$ cat src/hdl/nsvl_pkg.sv
// Shared types and constants of the nearest-sample velocity lookup.
// Holds request, response, queue command and RAM entry formats and the FSM state type.
// Depends on nothing; every other file of the block but nsvl_ram uses it.
`timescale 1ns / 1ps
`default_nettype none

package nsvl_pkg;

   // Table geometry
   localparam int MAX_SAMPLES = 1024;
   localparam int ADDR_W      = $clog2(MAX_SAMPLES);
   localparam int CNT_W       = $clog2(MAX_SAMPLES + 1);

   // Field widths
   localparam int POS_W  = 20;
   localparam int VEL_W  = 16;
   localparam int DIFF_W = POS_W + 1;
   localparam int SQ_W   = 2 * DIFF_W - 1;
   // The sum of three squares is below 3 * 2^40, so one extra bit suffices
   localparam int DIST_W = SQ_W + 1;

   // Command queue between front and back
   localparam int QUEUE_DEPTH = 2;
   localparam int QPTR_W      = $clog2(QUEUE_DEPTH);
   localparam int QCNT_W      = $clog2(QUEUE_DEPTH + 1);

   // Request action codes
   localparam logic [1:0] ACT_CLEAR = 2'd0;
   localparam logic [1:0] ACT_LOAD  = 2'd1;
   localparam logic [1:0] ACT_QUERY = 2'd2;
   localparam logic [1:0] ACT_NOP   = 2'd3;

   // Configuration register indexes
   localparam int CSR_IDX_W = 1;
   localparam logic [CSR_IDX_W-1:0] CSR_Z_BASE   = 1'd0;
   localparam logic [CSR_IDX_W-1:0] CSR_Z_CUTOFF = 1'd1;

   typedef struct packed {
      logic [1:0]              action;
      logic signed [POS_W-1:0] pos_x;
      logic signed [POS_W-1:0] pos_y;
      logic signed [POS_W-1:0] pos_z;
      logic signed [VEL_W-1:0] vel_x;
      logic signed [VEL_W-1:0] vel_y;
      logic signed [VEL_W-1:0] vel_z;
   } req_type;

   typedef struct packed {
      logic signed [VEL_W-1:0] out_vel_x;
      logic signed [VEL_W-1:0] out_vel_y;
      logic signed [VEL_W-1:0] out_vel_z;
      logic                    below_cutoff;
      logic                    table_empty;
   } rsp_type;

   typedef enum logic [1:0] {
      CMD_CLEAR,
      CMD_LOAD,
      CMD_QUERY
   } cmd_op_type;

   typedef struct packed {
      logic signed [VEL_W-1:0] vel_x;
      logic signed [VEL_W-1:0] vel_y;
      logic signed [VEL_W-1:0] vel_z;
   } vel_type;

   typedef struct packed {
      logic signed [POS_W-1:0] pos_x;
      logic signed [POS_W-1:0] pos_y;
      logic signed [POS_W-1:0] pos_z;
      vel_type                 vel;
   } sample_type;

   typedef struct packed {
      cmd_op_type op;
      logic       below;
      sample_type smp;
   } cmd_type;

   typedef enum logic [1:0] {
      ST_IDLE,
      ST_SCAN,
      ST_DRAIN,
      ST_DONE
   } back_state_type;

endpackage

`default_nettype wire

$ cat src/hdl/nsvl_front.sv
// Front end: accepts requests, holds the height registers, classifies each request
// and queues it as a command for the back end, dropping no-op requests. Depends on nsvl_pkg.
`timescale 1ns / 1ps
`default_nettype none

module nsvl_front (
   input  wire logic                              clock,
   input  wire logic                              reset,
   input  wire logic                              req_valid,
   output logic                                   req_ready,
   input  wire nsvl_pkg::req_type                 req_data,
   input  wire logic                              csr_we,
   input  wire logic [nsvl_pkg::CSR_IDX_W-1:0]    csr_addr,
   input  wire logic [nsvl_pkg::POS_W-1:0]        csr_wdata,
   output logic                                   cmd_valid,
   output nsvl_pkg::cmd_type                      cmd_data,
   input  wire logic                              cmd_pop
);

   logic [nsvl_pkg::POS_W-1:0]  z_base_ff, z_base_in;
   logic [nsvl_pkg::POS_W-1:0]  z_cutoff_ff, z_cutoff_in;
   nsvl_pkg::cmd_type           queue_ff [nsvl_pkg::QUEUE_DEPTH];
   logic [nsvl_pkg::QPTR_W-1:0] wr_ptr_ff, wr_ptr_in;
   logic [nsvl_pkg::QPTR_W-1:0] rd_ptr_ff, rd_ptr_in;
   logic [nsvl_pkg::QCNT_W-1:0] fill_ff, fill_in;

   logic                        accept;
   logic                        push;
   nsvl_pkg::cmd_op_type        op;
   logic signed [nsvl_pkg::DIFF_W-1:0] height;
   logic signed [nsvl_pkg::DIFF_W-1:0] cutoff_ext;
   nsvl_pkg::cmd_type           new_cmd;

   // Take configuration writes
   always_comb begin
      z_base_in   = z_base_ff;
      z_cutoff_in = z_cutoff_ff;
      if (csr_we) begin
         unique case (csr_addr)
            nsvl_pkg::CSR_Z_BASE:   z_base_in   = csr_wdata;
            nsvl_pkg::CSR_Z_CUTOFF: z_cutoff_in = csr_wdata;
         endcase
      end
   end

   // Decode the action; no-op requests are accepted and dropped
   always_comb begin
      op   = nsvl_pkg::CMD_CLEAR;
      push = 1'b0;
      unique case (req_data.action)
         nsvl_pkg::ACT_CLEAR: begin
            op   = nsvl_pkg::CMD_CLEAR;
            push = 1'b1;
         end
         nsvl_pkg::ACT_LOAD: begin
            op   = nsvl_pkg::CMD_LOAD;
            push = 1'b1;
         end
         nsvl_pkg::ACT_QUERY: begin
            op   = nsvl_pkg::CMD_QUERY;
            push = 1'b1;
         end
         nsvl_pkg::ACT_NOP: begin
            push = 1'b0;
         end
      endcase
   end

   // Classify the query height against the cutoff
   assign height = $signed({req_data.pos_z[nsvl_pkg::POS_W-1], req_data.pos_z})
                 - $signed({z_base_ff[nsvl_pkg::POS_W-1], z_base_ff});
   assign cutoff_ext = $signed({z_cutoff_ff[nsvl_pkg::POS_W-1], z_cutoff_ff});

   always_comb begin
      new_cmd           = '0;
      new_cmd.op        = op;
      new_cmd.below     = (height < cutoff_ext);
      new_cmd.smp.pos_x = req_data.pos_x;
      new_cmd.smp.pos_y = req_data.pos_y;
      new_cmd.smp.pos_z = req_data.pos_z;
      new_cmd.smp.vel   = '{vel_x: req_data.vel_x, vel_y: req_data.vel_y,
                            vel_z: req_data.vel_z};
   end

   assign req_ready = (fill_ff != nsvl_pkg::QCNT_W'(nsvl_pkg::QUEUE_DEPTH));
   assign accept    = req_valid && req_ready;
   assign cmd_valid = (fill_ff != '0);
   assign cmd_data  = queue_ff[rd_ptr_ff];

   // Advance queue pointers and fill level
   always_comb begin
      wr_ptr_in = wr_ptr_ff;
      rd_ptr_in = rd_ptr_ff;
      fill_in   = fill_ff;
      if (accept && push) begin
         wr_ptr_in = (wr_ptr_ff == nsvl_pkg::QPTR_W'(nsvl_pkg::QUEUE_DEPTH - 1))
                   ? '0 : wr_ptr_ff + 1'b1;
      end
      if (cmd_pop) begin
         rd_ptr_in = (rd_ptr_ff == nsvl_pkg::QPTR_W'(nsvl_pkg::QUEUE_DEPTH - 1))
                   ? '0 : rd_ptr_ff + 1'b1;
      end
      if ((accept && push) && !cmd_pop) begin
         fill_in = fill_ff + 1'b1;
      end else if (!(accept && push) && cmd_pop) begin
         fill_in = fill_ff - 1'b1;
      end
   end

   always_ff @(posedge clock) begin
      if (reset) begin
         z_base_ff   <= '0;
         z_cutoff_ff <= '0;
         wr_ptr_ff   <= '0;
         rd_ptr_ff   <= '0;
         fill_ff     <= '0;
      end else begin
         z_base_ff   <= z_base_in;
         z_cutoff_ff <= z_cutoff_in;
         wr_ptr_ff   <= wr_ptr_in;
         rd_ptr_ff   <= rd_ptr_in;
         fill_ff     <= fill_in;
      end
   end

   // Store queue entries
   always_ff @(posedge clock) begin
      if (accept && push) begin
         queue_ff[wr_ptr_ff] <= new_cmd;
      end
   end

endmodule

`default_nettype wire

$ cat config.mk
export PLATFORM = sky130hd
export DESIGN_NAME = nsvl_front
export DESIGN_NICKNAME = d
export VERILOG_FILES = /design/src/hdl/nsvl_pkg.sv /design/src/hdl/nsvl_front.sv
export SDC_FILE = /design/constraint.sdc
export NUM_CORES = 1
export LEC_CHECK = 0
export ABC_AREA = 1
export BUFFER_PORTS_ARGS = -buffer_cell sky130_fd_sc_hd__buf_2
export CAP_MARGIN = 20
export CELL_PAD_IN_SITES_DETAIL_PLACEMENT = 1
export CELL_PAD_IN_SITES_GLOBAL_PLACEMENT = 1
export CORE_AREA = 2 2 158 160
export CTS_BUF_LIST = sky130_fd_sc_hd__clkbuf_8
export DETAILED_ROUTE_END_ITERATION = 8
export DIE_AREA = 0 0 160 162
export GPL_ROUTABILITY_DRIVEN = 0
export PLACE_DENSITY_LB_ADDON = 0.1
export SKIP_CTS_REPAIR_TIMING = 1
export SLEW_MARGIN = 0
export SYNTH_ARGS = -nofsm -noshare
export SYNTH_HDL_FRONTEND = slang
export SYNTH_SLANG_ARGS = --single-unit
$ cat constraint.sdc
create_clock -name clock -period 13.56 [get_ports clock]
set_input_delay 4.068 -clock clock [delete_from_list [all_inputs] [get_ports clock]]
set_output_delay 4.068 -clock clock [all_outputs]
set_load 0.05 [all_outputs]
### After elaboration in Yosys (flattened, before gate mapping)

Memory sizes are Yosys's and may differ from the RTL's. A register that Yosys moved wholly into a read port is not among the register bits.
Cells that the tools add are included.

* memory bits (read-only): 0
* input bits: 136
* RAM bits: 222
* register bits after elaboration: 44
* output and inout port bits: 113
* memories: 1
* latch bits: 0
* logic and storage cells: 39

* $lt $le $gt $ge: 1
* multiply operators: 0
* shifts and indexed selects: 0
* bitwise gates (word level): 1
* reductions and logical operators: 12
* add/sub/neg operators: 5
* eq/ne operators: 4
* multiplexer cells: 10
* divide/modulo/power cells: 0

Memories
* queue_ff: depth 2, bits a word 111, read ports 1, clocked after memory_dff 1, write ports 1, line nsvl_front.sv:22 `nsvl_pkg::cmd_type queue_ff [nsvl_pkg::QUEUE_DEPTH];`

Operators by type and width (number)
* less-than comparator 21 x 20 -> 1 bit: 1
* subtractor 20 x 20 -> 21 bit: 1
* two-way mux 1 bit: 6
* equality test 2 bit, second input constant: 2
* logical AND 1 bit: 4
* two-way mux 2 bit: 2
* case mux 2 bit (2 select lines): 1
* AND reduction 2 bit: 2
* nonzero test 2 bit: 2
* OR reduction 3 bit: 1
* adder 1 bit, second input constant: 2
* adder 2 x 1 -> 2 bit, second input constant: 1
* equality test 2 x 1 -> 1 bit, second input constant: 1
* zero test 1 bit: 2
* zero test 2 bit: 1
* != test 2 bit, second input constant: 1
* case mux 1 bit (2 select lines): 1
* subtractor 2 x 1 -> 2 bit, second input constant: 1
* NOT 1 bit: 1

### Logic depth before layout (Yosys ltp)

* depth after elaboration: 8
* mapped depth: 21
* depth with buffers taken out: 21

### Least setup slack after synthesis

Ideal clock, no wire load.

* path kind: input -> register
* start point: in req_data[108] (netlist name)
* end point: mem queue_ff[0][0] (netlist name), enable pin
* arrival time: 8.887 ns
* slack: 4.090 ns
* cell stages on the path: 3
* cell sequence: inv_1 > o211ai_1 > nor2_1

* longest elaborated chain between the ends: 6

Ends and longest elaborated chain
* from (decl): line nsvl_front.sv:11 `input wire nsvl_pkg::req_type req_data,`
* equality test 2 bit (tied with other cells): line nsvl_front.sv:50 `unique case (req_data.action)`
* OR reduction 3 bit (no source line)
* case mux 1 bit (2 select lines) (*): line nsvl_front.sv:50
* logical AND 1 bit (*): line nsvl_front.sv:128 `if (accept && push) begin`
* two-way mux 1 bit (*): line nsvl_front.sv:128
* two-way mux 1 bit (not written as such) (*): line nsvl_front.sv:129 `queue_ff[wr_ptr_ff] <= new_cmd;`
* to (decl): line nsvl_front.sv:22

Mark *: on every way between the ends. The rest lies on a longest branch, timed or not.

==> metrics.yaml <==
dp_hpwl_mm: 20.0
ioPinCount: 249
syn-instance-count: 901
cp-end-kind: "primary output"
synth.distinct_cells: 21
pwr_density_cell_mw_per_mm2: 149
synth_top_flop_cell: "edfxtp_1"
setup_slack_ns: 6.67
ys_seq_area_share_pct: 66.2
synth_edf_count: 222
die_h_um: 162
synthesis.nets: 1079
r2r_slack_ns: 10.66
hp-class: "reg2reg"
setup_viol: 0
track_usage_pct: 21.2
required_ns: 9.49
p_leak_nw: 5.76
fin_tns_setup_ns: 0
path_class: "reg2out"
antenna_found_initial: 3
vias_per_cell: 5.01
critPathTopFamily: "buffers and inverters"
synth.top_cell.area_share_pct: 58.4
syn_to_final_growth_pct: 21.7
critical_path_arrival_ns: 2.82
wire_per_inst_um: 18.2
die-area_sq_mm: 0.0259
cts_tree: "done"
core-area_sq_mm: 0.0241
htree_levels: 2
grt_pass1_vias: 7961
finalCriticalPeriod_ns: 6.89
placed_cells: 1453
drc: 0
yosysTopAreaCell: "edfxtp_1"
cp_max_fo: 63
crit_end: "cmd_data[24]"
p_total_mw: 2.07
dr.first_iter.drc_count: 406
ys_seq_elements: 267
rr_startpoint: "z_base_ff[0]"
port_buffers: 248
rsz0062_at_grt: "no"
initial_core_util_pct: 47.4
finalWirelength_mm: 27.9
final_cells: 1534
ys_warn_count: 0
fp-row-count: 57
hold_viol_final: 0
cts_root_buf: "clkbuf_8"
report.final.slew_viol_count: 0
slew-limit-headroom_pct: 41.9
reg2reg_depth: 19
ys_top_cells_by_area: "edfxtp_1, mux2_2, dfxtp_1, nand2_1, ha_1"
layout-drive-gt1-share_pct: 35.1
cap_violations: 0
cp_num_buf_inv: 2
outcome: "completed"
finalNetCount: 1355
worst-path-stages: 3
vias: 7689
crit_slowest_cell: "dfxtp_4"
path_cells: "buf_4 > mux2_2 > buf_2"
ir_worst_vdd_mv: 0.0746
grt_pass1_wl_mm: 42.9
path_clk_slew_ns: 0.06
finClkSkew_ns: 0.0136
cts_buffers: 43
clock_latency_ns: 0.54
slowest_delay_ns: 0.79
synthTopCellsByCount: "edfxtp_1, nand2_1, mux2_2"
grt_remaining_overflow: 0
synth_most_common_cell: "edfxtp_1"
cts_sinks: 267
grt_max_degree: 64
min_period_over_period_pct: 50.8
antenna_left: 0
syn-cell-area_sq_mm: 0.0114
tightest_slew_ns: 0.872
place_ws_ns: 6.71
synthArstFlopShare_pct: 0
syn_area_per_cell_sq_um: 12.7
worst_setup_path_start_kind: "register"
finish.utilization_pct: 57.7
dieWidth_um: 160
reg2reg_to: "queue_ff[1][108]"
first_pass_iters: 4
cts_buffer_depth: 3
fmax_mhz: 145
## sequential cells by signal (all words and copies together), names as in the netlist, named ones only
name,count
z_cutoff_ff,20
rd_ptr_ff,1
queue_ff,222
fill_ff,2
z_base_ff,20
wr_ptr_ff,1
## cells in the final DEF (no fill, tap or decap)
master | synthesis | layout
inv_6 | 0 | 1
diode_2 | 0 | 2
clkinvlp_4 | 0 | 1
and2_1 | 2 | 2
xor2_1 | 8 | 8
buf_4 | 0 | 4
nor3_1 | 4 | 4
buf_2 | 14 | 248
o21ai_0 | 44 | 44
nand3_1 | 24 | 24
dfxtp_4 | 0 | 1
nand2_1 | 154 | 154
buf_16 | 0 | 3
bufinv_16 | 0 | 2
inv_4 | 0 | 1
clkinv_2 | 0 | 5
nor2_4 | 0 | 1
o211ai_1 | 1 | 1
xnor2_1 | 2 | 2
edfxtp_1 | 222 | 222
a21o_1 | 1 | 1
fa_1 | 1 | 1
clkinv_1 | 0 | 8
a21oi_1 | 60 | 60
mux2_2 | 111 | 111
clkbuf_8 | 0 | 46
nor2_1 | 43 | 42
inv_1 | 107 | 119
o21bai_1 | 4 | 4
ha_1 | 41 | 41
dfxtp_1 | 45 | 44
nand4_1 | 3 | 3
## stage by stage
stage	hold slack [ns]	cell area (sq um)
finish	0.458	13900
global route	0.484	13900
CTS	0.465	13800
detailed placement	0.457	13000
global placement	0.449	13000
floorplan	0.433	11400
## layer usage
layer | global-route usage [%] | wire (um) | vias to the layer above
met2 | 36.9 | 13900 | 209
li1 | - | - | 3704
met3 | 4.83 | 1550 | 60
met1 | 26.0 | 11600 | 3714
met4 | 8.07 | 786 | 2
met5 | 0 | 11 | -
## worst reg2reg max path, delay by kind of cell (launching register included)
| family | cells | cell delay [ns] |
|---|---|---|
| AOI/OAI and AO/OA | 1 | 0.18 |
| adders and majority gates | 3 | 0.89 |
| buffers and inverters | 2 | 0.16 |
| DFF | 1 | 0.32 |
| and+or+nand+nor | 13 | 1.09 |
## logic make-up (layout without fill, tap and decap cells)
family	count (synthesis)	count (layout)	synth area share, %
multiplexers	111	111	10.9
XOR/XNOR	10	10	0.767
flip-flops	267	267	66.2
buffers and inverters	131	438	4.46
adder cells (fa/ha/maj)	42	42	4.67
other	0	2	0
AO/OA/AOI/OAI	110	110	4.95
AND/OR/NAND/NOR	230	230	7.97
## report_power, final
part / internal [mW] / switching (mW)
registers: 0.951 / 0.0188
logic: 0.134 / 0.313
clock network: 0.351 / 0.307
total: 1.44 / 0.639
## final cells by class
class                           instances  area (sq um)
Timing Repair Buffer                  255          1350
Clock buffer                           46           633
Antenna cell                            2          5.00
Inverter                              107           404
Multi-Input combinational cell        503          3350
Fill cell                            2591         10200
Clock inverter                         30           180
Sequential cell                       267          7570
Tap cell                              324           405
## worst min-delay path by stage
stage | from | end | slack [ns] | cells past startpoint
4_1_cts | z_base_ff[3] | z_base_ff[3] | 0.47 | 2
3_3_place_gp | z_base_ff[3] | z_base_ff[3] | 0.45 | 2
3_5_place_dp | z_base_ff[3] | z_base_ff[3] | 0.46 | 2
6_report | z_base_ff[3] | z_base_ff[3] | 0.46 | 2
5_1_grt | z_base_ff[18] | z_base_ff[18] | 0.48 | 2
2_1_floorplan | z_base_ff[10] | z_base_ff[10] | 0.43 | 2
Note: power is estimated with default switching activity, not from simulation.
